===== src/hw/rtl/swm_pkg.sv =====
// ----------------------------------------------------------------------------
// swm_pkg - shared types and constants of the sliding window maximum filter
// Sample type, register map and the broadcast bundle fed to every cell.
// ----------------------------------------------------------------------------
package swm_pkg;

	localparam int SAMPLE_W   = 32;
	localparam int WIN_W      = 7;
	localparam int CFG_ADDR_W = 3;

	typedef logic signed [SAMPLE_W-1:0] sample_t;

	// register index, taken from paddr[2]
	typedef enum logic {
		REG_WINDOW_SIZE = 1'b0
	} reg_idx_t;

	localparam logic [WIN_W-1:0] WINDOW_SIZE_RESET = 7'd3;

	// broadcast to all cells on a sample transfer
	typedef struct packed {
		logic    en;
		logic    start;
		sample_t sample;
	} swm_bcast_t;

endpackage


===== src/hw/rtl/swm_skid.sv =====
// ----------------------------------------------------------------------------
// swm_skid - two-entry output buffer
// Main register drives the port; skid entry catches a result on a stall.
// ----------------------------------------------------------------------------
module swm_skid import swm_pkg::*; (
	input  logic    clk,
	input  logic    arst_n,
	input  logic    push,
	input  sample_t push_data,
	output logic    push_ready,
	output logic    out_valid,
	input  logic    out_ready,
	output sample_t out_data
);

	logic    main_v_q;
	logic    skid_v_q;
	sample_t main_q;
	sample_t skid_q;
	logic    pop;

	assign pop        = main_v_q && out_ready;
	assign push_ready = !skid_v_q;
	assign out_valid  = main_v_q;
	assign out_data   = main_q;

	always_ff @(posedge clk or negedge arst_n) begin
		if (!arst_n) begin
			main_v_q <= 1'b0;
			skid_v_q <= 1'b0;
		end else if (pop) begin
			if (skid_v_q) begin
				skid_v_q <= 1'b0;
			end else begin
				main_v_q <= push;
			end
		end else if (push) begin
			if (main_v_q) begin
				skid_v_q <= 1'b1;
			end else begin
				main_v_q <= 1'b1;
			end
		end
	end

	always_ff @(posedge clk) begin
		if (pop && skid_v_q) begin
			main_q <= skid_q;
		end else if (push && (pop || !main_v_q)) begin
			main_q <= push_data;
		end
		if (push && main_v_q && !pop) begin
			skid_q <= push_data;
		end
	end

	// skid entry only fills behind a held main entry
	a_skid_behind_main: assert property (@(posedge clk) disable iff (!arst_n)
		skid_v_q |-> main_v_q)
		else $error("skid entry valid with empty main entry");

	// a held result is only dropped when taken
	a_main_drop_on_pop: assert property (@(posedge clk) disable iff (!arst_n)
		$fell(main_v_q) |-> $past(out_ready))
		else $error("result dropped without transfer");

	// a full skid entry stays full until the main entry is taken
	a_no_overrun: assert property (@(posedge clk) disable iff (!arst_n)
		skid_v_q && !pop |=> skid_v_q)
		else $error("skid entry lost");

endmodule


===== config.mk =====
export PLATFORM = sky130hd
export DESIGN_NAME = swm_skid
export DESIGN_NICKNAME = d
export VERILOG_FILES = /design/src/hw/rtl/swm_pkg.sv /design/src/hw/rtl/swm_skid.sv
export SDC_FILE = /design/constraint.sdc
export NUM_CORES = 1
export LEC_CHECK = 0
export BUFFER_PORTS_ARGS = -buffer_cell sky130_fd_sc_hd__buf_4
export CAP_MARGIN = 5
export CORE_UTILIZATION = 41
export CTS_BUF_LIST = sky130_fd_sc_hd__clkbuf_4
export CTS_CLUSTER_DIAMETER = 100
export DETAILED_ROUTE_END_ITERATION = 10
export GPL_TIMING_DRIVEN = 1
export HOLD_SLACK_MARGIN = 0.15
export PLACE_DENSITY = 0.66
export SLEW_MARGIN = 0
export SYNTH_ARGS = -nofsm -noshare
export SYNTH_HDL_FRONTEND = slang
export SYNTH_SLANG_ARGS = --single-unit

===== constraint.sdc =====
create_clock -name clk -period 4.4 [get_ports clk]
set_input_delay 0.44 -clock clk [delete_from_list [all_inputs] [get_ports clk]]
set_output_delay 0.44 -clock clk [all_outputs]
set_load 0.03 [all_outputs]

# Yosys cells after proc, flatten, opt, wreduce, memory -nomap -nowiden
# Cells that the tools add are included.
dict set report word_totals {
  latch_bits 0
  n_memories 0
  mem_bits_ro 0
  elab_cells 27
  output_inout_bits 34
  inputBits 36
  ram_bits 0
  register_bits 66
}
dict set report classes {
  bitwise_logic 0
  n_mux 8
  shift 0
  n_eq_ne 1
  div_mod_pow 0
  reduce_logical 14
  n_lt_le_gt_ge 0
  mul 0
  n_addsub 0
}
# cell count
set op_table {}
lappend op_table {{$mux W32} 2}
lappend op_table {{$mux W1} 6}
lappend op_table {{$reduce_bool A2 Y1} 3}
lappend op_table {{$logic_and A1 B1 Y1} 5}
lappend op_table {{$reduce_and A2 Y1} 2}
lappend op_table {{$logic_not A1 Y1} 3}
lappend op_table {{$ne A2 B2 Y1 const B} 1}
lappend op_table {{$logic_or A1 B1 Y1} 1}

# Longest topological paths before layout
dict set report logic_depth {
  ltp_word 5
  depth_mapped 3
  ltp_nobuf 2
}

# Worst setup path before layout
# OpenSTA, ideal clock, no wires.
dict set report synth_timing {
  path_type {reg-to-reg}
  startpoint {register main_v_q, in the netlist out_valid}
  endpoint {register main_q[0], in the netlist out_data[0], enable pin}
  synth_period_minus_slack_ps 2738
  arrival_time_ps 2306
  n_path_buf 0
  required_time_ps 3968
  setup_time_ps 432
  stages_incl_launch_ff 3
  path_slack_ps 1662
  cell_sequence {dfrtp_1 -> a21oi_1 -> a21oi_1}
}
dict set report synth_via {
  elab_chain_len 4
  word_cells_on_any_way 6
  cone_classes {reduce/logical: 6}
}
# element line
set synth_lines {}
lappend synth_lines {{start, declared} swm_skid.sv:16} ;# logic main_v_q;
lappend synth_lines {{start signal, assigned} swm_skid.sv:35} ;# main_v_q <= push;
lappend synth_lines {{$logic_and A1 B1 Y1 / $logic_not A1 Y1 (equally long branches)} {swm_skid.sv:22, swm_skid.sv:49}}
lappend synth_lines {{$logic_or A1 B1 Y1} swm_skid.sv:49} ;# end else if (push && (pop || !main_v_q)) begin
lappend synth_lines {{$logic_and A1 B1 Y1} swm_skid.sv:49}
lappend synth_lines {{$reduce_bool A2 Y1 (no line) *} --}
lappend synth_lines {{end signal, assigned} swm_skid.sv:48} ;# main_q <= skid_q;
lappend synth_lines {{end signal, assigned} swm_skid.sv:50} ;# main_q <= push_data;
lappend synth_lines {{end, declared} swm_skid.sv:18} ;# sample_t main_q;
# Mark *: on every way between the ends. The rest lies on a longest branch, timed or not.
# A chain may end at the register's enable or synchronous reset.

# Worst setup path after layout
dict set report layout_timing {
  startpoint {register main_v_q, in the netlist out_valid}
  endpoint {register main_q[8], in the netlist out_data[8], data pin}
}
dict set report layout_via {
  elab_chain_len 3
}
# element line
set layout_lines {}
lappend layout_lines {{$logic_and A1 B1 Y1} swm_skid.sv:22} ;# assign pop = main_v_q && out_ready;
lappend layout_lines {{$logic_and A1 B1 Y1} swm_skid.sv:47} ;# if (pop && skid_v_q) begin
lappend layout_lines {{$mux W32} swm_skid.sv:47}
# Every way passes these cells.

==> run summary <==
detailed-route wire length = 4.33 mm
H-tree Lvls = 3
Post-Route Utilization = 54.5%
core area = 5960 um2
crit path DAT = 2.43 ns
RSZ-0062 raised after global routing = false
NetSw = 355 uW
clk sinks = 66
num ports = 70
Comb pwr share = 17.9%
Clock Tree Buf Depth = 2
initial antenna violation count = 0
complex-gate fraction of the synthesized area = 1.09%
post-DR vias/cell = 4.67
Worst-Skew Late Latency = 0.40 ns
Worst-Margin Slew = 1.09 ns
final hold violations = 0
largest family of logic cells by synthesized area = multiplexers
Int Power = 968 uW
Clk Tree Root Cell = clkbuf_4
global-route usage over all layers = 14.1%
Clock transition at path regs = 0.12 ns
row count = 28
XOR/XNOR Fraction of Synth Area = 0%
Synth Instances = 111
clock power share = 24.2%
Worst Hold Class = input pin to flip-flop
largest net degree at the start of global routing = 33
total CTS buffers = 9
post-synth cell types = 11
synth warn = 0
nets@finish = 226
DRT Pass-1 Iters = 4
Area Growth Syn to Fin = 28.0%
Power Total = 1.32 mW
slew margin rel. = 27.1%
Initial Util = 42.6%
register area share after synthesis = 77.8%
first-pass GRT wire length = 6.38 mm
status = finished clean
sequential share of power = 57.9%
simple-gate share of the synthesized area = 0.888%
final worst slack = 2.10 ns
via count = 1255
Switching Share = 26.9%
post-route ant nets = 0
Routed WL per cell = 16.1 um
Fillers = 487
die width = 80.7 um
IO Port Bufs = 69
Period Utilization, post-route = 52.2%
multiplexer share of the synthesized area = 18.6%
Iteration-0 DRC Markers = 97
pwr/cell area = 408 nW/um2
Clock Skews = 0.0202 ns
Final Hold Slack = 0.214 ns
global route overflow = 0
postcts setup bufs = 0
max-slew violation count = 0
CP Max Fanout = 32
static leakage power = 1.34 nW
CTS tree = done
Final GP Congestion = 0.695
Final min period = 2.30 ns
most common cell after layout, fill and taps aside = buf_4
worst path required time = 4.54 ns
Worst Setup Path Type = flip-flop to flip-flop
ANT cells = 0
vias in the first global route = 1236
Yosys reg bits = 66
placed wire-length estimate = 3.03 mm
Synthesized Nets = 147
cell area after synthesis = 2540 um2
DRC Markers = 0
Startpoint Class = flip-flop
share of post-route cells with drive strength above 1 = 61.3%
Critical Path End Type = flip-flop
Post-Synth Adder-Cell Area = 0%
Chip Height = 80.7 um
maximum clock frequency = 436 MHz
commonest non-fill, non-tap cells in the layout = buf_4 (70), edfxtp_1 (64), mux2_4 (30), clkbuf_4 (9), clkinv_2 (4)
pre-CTS setup slack = 2.09 ns
Max IR drop VDD = 0.254 mV
Die Footprint = 6500 um2
sum of negative setup slack = 0 ns
final setup vio count = 0
syn avg cell area = 22.8 um2
maxcap violations = 0
[registers in the layout (all words and copies together) (netlist names)]
name and count:
out_data 32, skid_q 32, out_valid 1, skid_v_q 1
[repair_timing]
action                                 CTS  global route
endpoints found under the hold margin    2             0
hold buffers                             1             0
gates resized for setup                  0             0
[area by class of cell]
type / instances / area (um2) / area share (%)
clock inverters: 6 / 35.0 / 1.08
inverters: 2 / 7.51 / 0.231
repair buffers: 71 / 536 / 16.5
clock buffers: 9 / 67.6 / 2.08
multi-input cells: 40 / 534 / 16.5
well taps: 75 / 93.8 / 2.89
flip-flops and latches: 66 / 1970 / 60.8
[synth_stat cells (all sizes together)]
cell type,n,share of area (%)
a21o,1,0.30
a21oi,4,0.79
and3,1,0.25
buf,3,1.3
dfrtp,2,2.0
edfxtp,64,76
inv,2,0.30
mux2,32,19
nand2b,1,0.25
nand3,1,0.39
[per-stage QoR]
| step | cells | area [um2] |
|---|---|---|
| after floorplan | 111 | 2540 |
| after global placement | 253 | 3130 |
| after detailed placement | 253 | 3130 |
| after CTS | 269 | 3250 |
| after global routing | 269 | 3250 |
| final | 269 | 3250 |
[cell families (layout without fill, tap and decap cells)]
family                 Yosys count  in the layout
AO/OA/AOI/OAI                    5              5
multiplexers                    32             32
AND/OR/NAND/NOR                  3              3
flip-flops                      66             66
buffers and inverters            5             88
[critical path: stages, from the launching register on]
cell and delay [ns]:
dfrtp_1 0.52, nand3_2 0.89, mux2_4 0.62
[power groups by stage]
stage	Clock (mW)	Combinational (mW)	Sequential (mW)
after global placement	0	0.234	0.777
after detailed placement	0	0.240	0.781
after floorplan	0	0.0839	0.842
final	0.320	0.237	0.766
after global routing	0.357	0.251	0.771
after CTS	0.328	0.241	0.767
[metal layers]
metal  global-route usage [%]  routed length [um]  part of all wire, %  up-vias
met5                        0                   0                    0        -
met4                     8.57                 102                  2.4        0
met3                     4.20                 241                  5.6       11
met2                     23.5                2260                   52       44
met1                     15.9                1730                   40      604
li1                         -                   -                    -      596
[final timing paths]
check	end	start	slack [ns]	cells after the start
setup / recovery	out_data[8]$_DFFE_PP_	out_valid$_DFFE_PN0P_	2.10	2
hold / removal	skid_q[18]$_DFFE_PP_	push_data[18]	0.21	1
setup reg to reg	out_data[8]$_DFFE_PP_	out_valid$_DFFE_PN0P_	2.10	2
hold reg to reg	out_data[17]$_DFFE_PP_	skid_q[17]$_DFFE_PP_	0.55	1
max in group asynchronous	skid_v_q$_DFFE_PN0P_	arst_n	3.95	2
min in group asynchronous	out_valid$_DFFE_PN0P_	arst_n	0.36	2
Power figures use the tool's default switching activity.
