**src/hw/rtl/swm_pkg.sv**
```systemverilog
// ----------------------------------------------------------------------------
// swm_pkg - shared types and constants of the sliding window maximum filter
// Sample type, register map and the broadcast bundle fed to every cell.
// ----------------------------------------------------------------------------
package swm_pkg;

	localparam int SAMPLE_W   = 32;
	localparam int WIN_W      = 7;
	localparam int CFG_ADDR_W = 3;

	typedef logic signed [SAMPLE_W-1:0] sample_t;

	// register index, taken from paddr[2]
	typedef enum logic {
		REG_WINDOW_SIZE = 1'b0
	} reg_idx_t;

	localparam logic [WIN_W-1:0] WINDOW_SIZE_RESET = 7'd3;

	// broadcast to all cells on a sample transfer
	typedef struct packed {
		logic    en;
		logic    start;
		sample_t sample;
	} swm_bcast_t;

endpackage

```
**src/hw/rtl/swm_cell.sv**
```systemverilog
// ----------------------------------------------------------------------------
// swm_cell - one cell of the running maximum chain
// Cell k holds the max of the last k+1 samples: max(new sample, left cell).
// ----------------------------------------------------------------------------
module swm_cell import swm_pkg::*; (
	input  logic       clk,
	input  swm_bcast_t bc,
	input  sample_t    prev,
	output sample_t    nxt,
	output sample_t    val
);

	sample_t val_q;

	// start of sequence: left neighbor holds old data, drop it
	always_comb begin
		if (bc.start || (prev <= bc.sample)) begin
			nxt = bc.sample;
		end else begin
			nxt = prev;
		end
	end

	always_ff @(posedge clk) begin
		if (bc.en) begin
			val_q <= nxt;
		end
	end

	assign val = val_q;

endmodule

```
**config.mk**
```make
export PLATFORM = sky130hd
export DESIGN_NAME = swm_cell
export DESIGN_NICKNAME = d
export VERILOG_FILES = /design/src/hw/rtl/swm_pkg.sv /design/src/hw/rtl/swm_cell.sv
export SDC_FILE = /design/constraint.sdc
export NUM_CORES = 1
export LEC_CHECK = 0
export BUFFER_PORTS_ARGS = -buffer_cell sky130_fd_sc_hd__clkbuf_2
export CAP_MARGIN = 40
export CELL_PAD_IN_SITES_DETAIL_PLACEMENT = 1
export CELL_PAD_IN_SITES_GLOBAL_PLACEMENT = 1
export CORE_MARGIN = 3
export CORE_UTILIZATION = 38
export CTS_CLUSTER_SIZE = 40
export DETAILED_ROUTE_END_ITERATION = 8
export PLACE_DENSITY = 0.93
export REMOVE_ABC_BUFFERS = 1
export SETUP_SLACK_MARGIN = 0.5
export SYNTH_ARGS = -nofsm -noshare
export SYNTH_HDL_FRONTEND = slang
export SYNTH_SLANG_ARGS = --single-unit
```
**constraint.sdc**
```tcl
create_clock -name clk -period 3.5 [get_ports clk]
set_input_delay 0.35 -clock clk [delete_from_list [all_inputs] [get_ports clk]]
set_output_delay 0.35 -clock clk [all_outputs]
set_load 0.03 [all_outputs]
```
Word-level counts from Yosys, hierarchy flattened:

Cells that the tools add are included.
W data, S select, Z words.

* flip-flop bits (word level): 32
* input port bits: 67
* output and inout bits: 64

* order comparisons: 1
* muxes and demuxes: 1
* reductions and logical operators: 1

Operator list (count)
* $le A32 B32 Y1: 1
* $mux W32: 1
* $logic_or A1 B1 Y1: 1

Logic depth before layout (Yosys ltp):

Gate-level depths: netlist of the first run.

* depth in word-level cells: 3
* depth in mapped cells: 10

Least setup slack after synthesis of the first run:

No wires, ideal clock.

* kind: input-to-reg
* start: input bc[30] in the netlist's numbering
* end: register val_q[0], in the netlist val[0], data pin
* setup time: 397 ps
* arrival: 2444 ps
* data required time: 3103 ps
* setup slack: 658 ps
* cell stages on the path: 9
* path buffers: 1
* cell sequence: inv_1 ha_1 nand4_2 or4_4 o21ba_4 buf_6 and3_1 a32oi_1 nand4_1

* longest elaborated chain between the ends: 3

RTL lines
* start, declared: RTL line swm_cell.sv:7 `input swm_bcast_t bc,`
* $le A32 B32 Y1: RTL line swm_cell.sv:17 `if (bc.start || (prev <= bc.sample)) begin`
* $logic_or A1 B1 Y1: RTL line swm_cell.sv:17
* $mux W32: RTL line swm_cell.sv:17
* named net nxt[0]: RTL line swm_cell.sv:9 `output sample_t nxt,`
* end signal, assigned: RTL line swm_cell.sv:26 `val_q <= nxt;`
* end, declared: RTL line swm_cell.sv:13 `sample_t val_q;`

The timed path passes the listed nets, and every way through them passes these cells.
A chain may end at the register's enable or synchronous reset.

Worst setup path after layout of the first run:

* start: input prev[15]
* end: output nxt[20]

* longest elaborated chain between the ends: 3

RTL lines
* start, declared: RTL line swm_cell.sv:8 `input sample_t prev,`
* $le A32 B32 Y1: RTL line swm_cell.sv:17
* $logic_or A1 B1 Y1: RTL line swm_cell.sv:17
* $mux W32: RTL line swm_cell.sv:17
* end, declared: RTL line swm_cell.sv:9

Every way passes these cells.

==> summary.md, run 1 <==
The average size of a mapped cell came out at 7.825 um^2. On the critical path, the stage with the largest delay is an instance of or4_4. The starting DRC count in detailed routing was 433.

The shortest clock period the worst path allows after layout is 3.352 ns. The met2 routing resource usage after global routing is 57.09%, and the number of global-route vias before repair is 4,977. The kind of cell with the highest combined delay along the critical path is simple AND/OR/NAND/NOR gates. Yosys mapped a number of flops with a built-in enable equal to 32.

The number of inserted filler cells in the final layout is 977. Cell with the most instances after synthesis: nand4_1. The run gives 0 as the number of warnings reported in the yosys synthesis log.

The routed layout has 5,072 vias. Startpoint class of the critical path: a primary input. At the worst endpoint, the arrival time is 3.00 ns. For the routability-driven placement congestion ratio, the log shows 0.7905. The run gives 36.43% as the global routing met1 resource utilization. The run gives 34 as the count of different cell masters after synthesis. The starting density of the core was 39.54%. The area growth from synthesis to layout is 73.66%. The tools report the accumulated negative setup slack as 0 ns. The logs give 0 for the count of endpoints failing setup in the final report and 2730 um^2 for the multi-input combinational cell area.

The tools report the total number of clock tree sinks as 32. By area the synthesized netlist is led by edfxtp_1 28%, nand4_1 13%, ha_1 11%. The clock tree synthesis step divided the H-tree into 2 levels.

The primary flip-flop cell chosen by synthesis mapping was edfxtp_1. The core region is 8806 um^2. For the max-cap check violation count, the log shows 0. STA classifies the critical path endpoint as a primary output. During placement, the flow inserted port buffers numbering 130.

Detailed placement ended at an HPWL of 9249 um. For the worst setup path, the data required time is 3.15 ns. The type of the most critical hold path was primary input to flip-flop. The worst slew margin relative to its limit was 60.16%; the maximum number of pins on one net before global-route repair was 77.

Across the VDD grid, the largest voltage drop is 0.1866 mV. The final hold violation count was 0; the post-detailed-route DRC marker count was 0. The tools report the CTS root buffer as clkbuf_8. For the pin with the worst max-slew slack, the measured transition is 0.5976 ns. TritonCTS built the clock tree.

Global routing's busiest layer: met2. The number of flip-flops and latches in the synthesized netlist was 32; the flip-flop count of the largest register, all copies and words added was 32. The detailed-route vias per instance is 6.957, and the row count is 34. Global-route usage over all layers: 32.04%.

The run finished with clean final reports. The iteration count of the initial detailed-routing pass is 5. Summed over all layers, the global routing overflow is 0. The count of nets left with antenna violations once routing finished came out at 0.

Power per standard cell area: 335.7 nW/um^2. The biggest area contributor in the post-synthesis netlist is edfxtp_1. For the number of antenna violations at the first check in global routing, the log shows 0.

The signal on the critical path passes through clkbuf_2 > ha_4 > nand4_1 > or4_4 > o21bai_4 > buf_12 > buf_6 > buf_12 > buf_16 > nor3b_2 > a22oi_1 > nand4_1 > clkbuf_8. The analysis attributes to cell leakage a power of 2.601 nW. The largest single stage delay on the critical path is 0.65 ns. After synthesis the cells add up to 3482 um^2. OpenSTA, run right after detailed placement, puts the worst setup slack at 0.1388 ns. Wires add up to 21,800 um.

The register cell area after layout is 960.9 um^2, and the proportion of synthesized chip area in sequential cells is 27.60%. After layout, the worst setup slack is 0.1477 ns. The count of pins over their slew limit was 0; the number of buffer and inverter stages on the critical path was 6. Counting the buffers created by CTS gives 5.

For this run, the top clock speed supported by timing is 0.2983 GHz. In the final layout, the share of cells above drive strength 1 is 46.86%. The wire length per cell was 29.90 um; the final antenna diode count was 0. Counting instances in the post-synthesis netlist gives the leading cell types as 71 x nand4_1, 39 x nand2_1, 34 x nor2_1.

Synthesis handed over a netlist of 445 instances. The critical path is of the primary input to primary output type. The worst-path maximum fanout was 5. For this run, the post-layout net count is 719. Met3 track demand over resource: 5.716%.

For this run, asynchronously set or reset flops after synthesis account for 0%. 131 I/O pins were placed. Setup repair after global routing could not meet its margin everywhere. The buffer depth of the longest clock path was 2; the area share of the largest cell type after synthesis was 27.60%. The first global-routing pass estimated 25,960 um of wire.

The height of the chip is 101.7 um. Measured along the x axis, the die boundary spans 101.7 um. The clock transition at the register clock pins on the worst setup and hold paths after CTS is 0.09 ns. Part of the cycle the worst path needs: 95.78%. The die covers 10,350 um^2.
[cells by family (layout without fill, tap and decap cells)]
family / after synthesis / count (layout) / share of synthesized area (%)
and+or+nand+nor: 218 / 218 / 35.39
AOI/OAI and AO/OA: 91 / 93 / 16.89
buffers and inverters: 72 / 246 / 8.624
adders and majority gates: 32 / 32 / 11.50
DFF: 32 / 32 / 27.60
[power breakdown]
group | internal (mW) | leakage, nW | total (mW) | switching [mW]
clock | 0.139 | 0.0399 | 0.320 | 0.180
sequential | 0.489 | 0.313 | 0.507 | 0.0184
combinational | 0.487 | 2.25 | 1.20 | 0.716
total | 1.11 | 2.60 | 2.03 | 0.915
[through the flow]
| stage | cell area [um^2] | hold WS (ns) | util (%) | total power, mW | std cells |
|---|---|---|---|---|---|
| after floorplan | 3306 | 0.4625 | - | 1.014 | 406 |
| after global placement | 4227 | 0.7016 | 48.00 | 1.255 | 655 |
| after detailed placement | 4282 | 0.7178 | 48.62 | 1.297 | 657 |
| after CTS | 5290 | 0.4114 | 60.07 | 1.794 | 702 |
| after global routing | 6047 | 0.4315 | 68.67 | 2.093 | 729 |
| final | 6047 | 0.4286 | 68.67 | 2.030 | 729 |
[worst paths after layout]
kind / startpoint / to / slack (ns) / cells after the start
max: prev[15] / nxt[20] / 0.15 / 13
min: bc[12] / val[12] / 0.43 / 3
[per-layer routing]
metal	share of wire [%]	vias up	wire length, um
met5	0	-	0
li1	-	2053	-
met1	35	2443	7693
met2	49	420	10580
met3	8.5	156	1863
met4	7.6	0	1660
[cell type report]
type	instances	area share [%]
inverter	33	2.711
clock buffer	7	1.262
timing repair buffer	205	32.69
multi-input combinational	343	45.15
tap	108	2.235
clock inverter	1	0.06207
sequential	32	15.89
[layout by cell type, fill, tap and decap left out, types with 2 or more instances in the layout]
cell type,netlist,routed
or4_4,1,2
buf_6,3,27
a22oi_2,0,9
inv_6,0,2
o21ai_1,29,26
nand3_1,3,3
ha_4,0,21
buf_12,0,6
ha_1,32,11
nand4_1,71,71
o21ai_2,0,4
nor2_1,34,34
nor2b_1,2,2
inv_1,33,17
edfxtp_1,32,32
inv_2,0,2
nor3b_2,0,12
and3_1,31,25
o21ai_0,7,6
clkbuf_2,0,71
a22oi_1,32,23
clkbuf_8,0,36
and3_4,1,7
inv_4,0,12
nor3b_1,31,18
buf_8,0,9
nand2_1,39,39
buf_16,0,8
buf_4,0,52
o21ba_4,1,3
a21oi_1,13,13
clkbuf_1,30,2
[timing repair]
action | CTS | global route
hold buffers | 0 | 0
endpoints found under the hold margin | 0 | 0
pin swaps | 62 | 79
gates cloned | 8 | 1
resized for setup | 101 | 162
buffers inserted | 29 | 26
setup endpoints to repair | 32 | 34
(Power assumes the default switching activity.)
==> run 2: changes to the inputs <==
--- a/config.mk
+++ b/config.mk
@@ -9,6 +9,7 @@
 export CAP_MARGIN = 40
 export CELL_PAD_IN_SITES_DETAIL_PLACEMENT = 1
 export CELL_PAD_IN_SITES_GLOBAL_PLACEMENT = 1
+export CORE_ASPECT_RATIO = 1.2
 export CORE_MARGIN = 3
 export CORE_UTILIZATION = 38
 export CTS_CLUSTER_SIZE = 40
==> run 2 against run 1 <==
Compared with the run above: routed wire length down 14%; cell area down 5.6%; largest cell class unchanged; critical path type unchanged; setup slack better by 0.15 ns; via count down 7.8%; sequential power about the same.
==> summary.md, run 2 (synthesized netlist as in run 1, its figures left out) <==
The placeable core region was 8750 um^2. Adding up every negative setup slack in the final design gives 0 ns. Cells with a size suffix above 1 make up 44.35% of the layout.

Startpoint class of the critical path: a primary input. Along the worst hold path, the cell count comes to 3. The worst slew margin relative to its limit came out at 59.23%. Type of the most critical hold path: primary input to flip-flop. In this run, CTS created clock tree buffers numbering 5.

At the pin with the least slew margin, the transition time is 0.6116 ns. Count of pins over their slew limit: 0. Master of the slowest instance on the critical path: a221oi_2.

The run gives 4238 um^2 as the area after detailed placement. The full die area is 10,350 um^2. The cell sitting at the root of the clock tree is a clkbuf_8.

The die boundary width came out at 93.39 um. The flip-flop count of the largest register, all copies and words added is 32. The run gives 2 as the deepest level of the CTS H-tree. Power spread over the standard cell area amounts to 335.9 nW/um^2. Setup slack closes at 0.2979 ns.

The worst-case setup slack after placement was 0.3004 ns. TritonCTS built the clock tree. Source of the worst hold timing path: bc[27]. In the routed layout, each cell is associated on average with a via count of 6.506. Number of antenna violations at the first check in global routing: 0.

The routed via count was 4,678; the row count was 37. Summed over all nets, the half-perimeter wirelength after detailed placement is 8860 um. The path with the worst hold slack has its endpoint at val[27].

The max-cap check violation count is 0, and the total number of clock tree sinks is 32. For this block, the routed nets add up to 18,670 um of wire. The count of port buffers added during placement is 130, and the routability-driven placement congestion ratio is 0.7592. Leaving out filler cells and counting taps, the final layout contains 719.

The first global-routing pass estimated 24,420 um of wire. The height of the chip is 110.9 um. The detail route stage leaves a number of antenna-violating nets equal to 0.

The tools report the total non-filler cell area in the finished layout as 5710 um^2. Walking the worst path, the cells encountered are clkbuf_2 > inv_1 > ha_4 > a21oi_1 > nand2_1 > a221oi_2 > and2_2 > buf_6 > nand4_1 > nand4_1 > clkbuf_8. The worst-path maximum fanout is 32. STA puts the critical path data arrival time at 2.85 ns. The part of the cycle the worst path needs works out to 91.49%. For the worst setup path, the data required time is 3.15 ns. The clock passes through at most 2 buffers.

Including well taps, the total number of placed cells is 664. Wire length per cell: 25.96 um. Measured on the finished design, the core utilization comes to 65.27%. In the routed design, unresolved DRC markers number 0.

The repair_antennas step left the layout with diodes totalling 0. Based on the critical path, the design can be clocked at up to 0.3123 GHz. The number of inserted filler cells in the final layout is 1,002. In the layout the commonest cells are 75 x clkbuf_2, 71 x nand4_1, 42 x buf_4.

The tools report the register cell area after layout as 960.9 um^2. Counting both buffers and inverters, the worst setup path holds a total of 4. In this design, the critical path's most frequently occurring cell is nand4_1. The critical path starts at bc[30]. Most common cell after layout, fill and taps aside: clkbuf_2. Summed over all cells, the static leakage comes to 2.465 nW. The clock transition at the register clock pins on the worst setup and hold paths after CTS came out at 0.08 ns.

131 I/O pins were placed. Final hold violation count: 0. The peak supply drop came out at 0.1758 mV. After the first detailed-routing iteration, the DRC count stood at 307. The global-route usage over all layers is 29.31%, and the residual overflow from global routing is 0. The final layout contains 700 nets. Number of global-route vias before repair: 4,823.

STA classifies the critical path endpoint as a primary output. The flow ran to the end, and the final reports show no timing, DRC or antenna violations. The highest cell delay on the worst timing path is 0.37 ns, and the hold buffer count at cts is 0.

The cell type group with the largest total delay on the critical path is simple AND/OR/NAND/NOR gates. The run gives 39.80% as the starting density of the core. In the final layout, the multi-input gates occupy 2700 um^2. Area growth from synthesis to final layout: 64.00%. The worst setup path is of the primary input to primary output kind. Entering global routing, the biggest net connects 69 pins.

The first detailed-routing pass took 5 iterations. For the finished layout, the period the worst path requires is 3.202 ns. Setup repair after global routing could not meet its margin everywhere. The count of endpoints failing setup in the final report was 0.
-- run 2: cell type report --
| class | instances | area share (%) |
|---|---|---|
| clock buffer | 7 | 1.337 |
| clock inverter | 1 | 0.06573 |
| inverter | 33 | 2.607 |
| multi-input combinational | 343 | 47.28 |
| sequential | 32 | 16.83 |
| tap | 117 | 2.564 |
| timing repair buffer | 186 | 29.32 |
-- run 2: report_power, final --
part | switching (mW) | internal, mW | total, mW
combinational | 0.669 | 0.433 | 1.10
clock | 0.170 | 0.139 | 0.309
sequential | 0.0179 | 0.489 | 0.507
-- run 2: how the worst max path moves through the flow --
| stage | depth (start not counted) | endpoint |
|---|---|---|
| floorplan | 8 | val[10] |
| global placement | 11 | nxt[23] |
| detailed placement | 11 | nxt[23] |
| CTS | 13 | nxt[6] |
| global route | 11 | nxt[28] |
| finish | 11 | nxt[17] |
-- run 2: routing by layer --
layer | routed length (um) | share of wire (%) | track usage (%)
met1 | 6558 | 35 | 32.91
met2 | 9743 | 52 | 53.10
met3 | 1419 | 7.6 | 5.363
met4 | 946 | 5.1 | 12.12
met5 | 0 | 0 | 0
-- run 2: tightest hold or removal path, delay by kind of cell --
| kind | cells | cell delay [ns] |
|---|---|---|
| buf+inv | 1 | 0.08 |
| simple gates | 2 | 0.18 |
-- run 2: what timing repair did --
action	CTS	global route
gates resized for setup	98	137
cloned	5	1
buffers inserted	23	17
endpoints found under the setup margin	32	33
pin swaps	52	60
-- run 2: stage by stage --
| step | hold slack (ns) | power (mW) |
|---|---|---|
| after global placement | 0.7067 | 1.247 |
| after global routing | 0.4241 | 1.984 |
| after floorplan | 0.4625 | 1.014 |
| final | 0.4233 | 1.918 |
| after CTS | 0.3967 | 1.732 |
| after detailed placement | 0.7216 | 1.285 |
==> run 3: changes to the inputs <==
--- a/config.mk
+++ b/config.mk
@@ -14,9 +14,9 @@
 export CORE_UTILIZATION = 38
 export CTS_CLUSTER_SIZE = 40
 export DETAILED_ROUTE_END_ITERATION = 8
+export GPL_TIMING_DRIVEN = 0
 export PLACE_DENSITY = 0.93
 export REMOVE_ABC_BUFFERS = 1
-export SETUP_SLACK_MARGIN = 0.5
 export SYNTH_ARGS = -nofsm -noshare
 export SYNTH_HDL_FRONTEND = slang
 export SYNTH_SLANG_ARGS = --single-unit
==> run 3 against run 2 <==
Compared with the run above: sequential power shrank 1%; sequential share of layout area up 4.5 points; cell count is 6.0% lower; via count shrank 9.7%; total power fell by 14%; critical path type unchanged; combinational power decreased by 24%; core utilization fell by 14 points; setup slack worse by 0.15 ns; sequential cell count unchanged; highest routed layer unchanged; routed wire length shrank 25%.
==> summary.md, run 3 (synthesized netlist as in run 1, its figures left out) <==
The run finished with clean final reports. Shortest clock period the worst path allows after layout: 3.356 ns. The wire length per cell is 20.80 um. OpenSTA, run right after detailed placement, puts the worst setup slack at -0.9034 ns. The run gives 5 as the number of buffers inserted during clock tree synthesis. Fraction of the core area covered by cells at the end of the flow: 51.52%.

The source of the worst hold timing path is bc[8]. The top cell types in the final layout, fill and taps aside, are 130 x clkbuf_2, 71 x nand4_1, 38 x nand2_1. Summed over all layers, the global routing overflow is 0.

In this run the worst path has a maximum fanout of 13. Number of inserted filler cells in the final layout: 1,136. The area after detailed placement came out at 4288 um^2. The run gives 0 as the count of pins over their slew limit. The register with the most flip-flops in the layout has 32 of them. The number of antenna violations at the first check in global routing was 0.

Full die area: 10,350 um^2. Of the available clock period, the critical path in the final layout requires 95.87%. The logs give 3.15 ns for the required time of the critical path and 0.1356 mV for the peak supply drop.

The tools report the starting DRC count in detailed routing as 194. The number of global-route vias before repair was 4,577. In this run the remaining antenna-violating nets after routing total 0. Data arrives at the worst endpoint at 3.01 ns.

The startpoint class of the critical path is a primary input. The design draws 1.641 mW. After floorplanning, the core was sized to cover 8750 um^2. The max-cap check violation count is 0. Buffers inserted to repair hold after CTS numbered 0. The type of the worst setup path was primary input to primary output. Routability-driven placement finished with a final weighted congestion of 0.7996. TritonCTS built the clock tree. The total wire length after detailed routing is 14,060 um. Of the cells placed in the final design, the portion with a size suffix greater than 1 is 28.98%. 131 I/O pins were placed.

Setup repair after global routing left no endpoint under its margin. For the pin with the worst max-slew slack, the measured transition is 0.7249 ns. The tree built by TritonCTS fans out to 32 sinks. The floorplan step set the die width to 93.39 um.

The tools report the final hold violation count as 0. Hold is met by 0.4087 ns. The count of port buffers added during placement came out at 130. The tools report the kind of end point of the critical path as a primary output. Setup slack on the critical path of the routed design comes to 0.1445 ns.

Summing over every cut layer, the via total after detailed routing is 4,225. The path class of the tightest hold or removal check is primary input to flip-flop. Clock-pin slew was measured on the worst setup and hold paths at 0.08 ns. The capture endpoint of the worst hold path is val[8]. The wire-length estimate of the detail-placed layout is 9376 um. The worst hold path cell count is 3, and the power per standard cell area is 364.1 nW/um^2.

Most common cell after layout, fill and taps aside: clkbuf_2. The height of the chip was 110.9 um. The final antenna diode count came out at 0. For this configuration, the core starts out at a cell density of 39.80%. The area growth from synthesis to layout is 29.46%.

The run gives 38 as the maximum number of pins on one net before global-route repair. After detailed routing, the number of remaining DRC violations is 0. The run gives 2 as the deepest level of the CTS H-tree.

For this run, the detailed router's first-pass iteration total came to 4. The total non-filler cell area in the finished layout is 4508 um^2, and the net count reported at finish is 658. Measured against its own limit, the worst slew margin works out to 51.64%. Based on the critical path, the design can be clocked at up to 0.2980 GHz.

The count of endpoints failing setup in the final report is 0. The buffer depth of the longest clock path was 2. In this run the clock root is driven by a clkbuf_8.

In this run the core area contains 37 standard-cell rows. The first global-routing pass estimated 22,160 um of wire. Dividing the detail-routed via count by the number of cells gives 6.250. In this run the static leakage power is 2.093 nW.

In the global route stage, overall resource usage came out at 26.30%.
-- run 3: cell type report --
cell class / instances / area [um^2] / area share (%)
clock buffers: 6 / 72.57 / 1.610
clock inverters: 1 / 5.005 / 0.1110
inverters: 33 / 123.9 / 2.748
multi-input cells: 344 / 2302 / 51.07
flip-flops and latches: 32 / 960.9 / 21.32
well taps: 117 / 146.4 / 3.247
repair buffers: 143 / 897.1 / 19.90
-- run 3: worst max-delay path by stage --
stage                     startpoint  endpoint  depth (start not counted)
after floorplan               bc[31]   val[10]                          8
after global placement        bc[31]   nxt[10]                         10
after detailed placement      bc[31]   nxt[23]                         12
after CTS                     bc[31]    nxt[2]                         11
after global routing          bc[31]   nxt[31]                         12
final                         bc[15]   nxt[31]                         12
-- run 3: timing repair --
item                       CTS  global route
setup endpoints to repair   61            27
pin swaps                    2             3
resized for setup            3             4
cloned                       2             2
setup buffers                4             0
-- run 3: power breakdown --
| part | leakage, nW | switching (mW) | internal (mW) |
|---|---|---|---|
| sequential | 0.313 | 0.0140 | 0.488 |
| combinational | 1.74 | 0.574 | 0.267 |
| clock | 0.0410 | 0.162 | 0.136 |
-- run 3: critical path, stage by stage --
cell,delay [ns]
clkbuf_2,0.11
inv_1,0.06
ha_1,0.33
nand4_1,0.19
nor2_1,0.08
a221o_1,0.39
o31ai_4,0.57
buf_8,0.24
buf_8,0.16
nand4_1,0.12
nand4_1,0.17
clkbuf_2,0.23
-- run 3: routing by layer --
layer  track usage [%]  vias to the layer above  part of all wire (%)
met5                 0                        -                     0
met4             7.234                        0                   1.9
met3             3.870                       30                   6.5
met2             49.05                      177                    53
met1             30.45                     2087                    38
li1                  -                     1931                     -
-- run 3: metrics by stage --
stage	TNS, ns	instances
after CTS	0	674
after floorplan	-111.83	406
after global placement	-186.48	653
after detailed placement	-40.64	661
after global routing	0	676
final	0	676
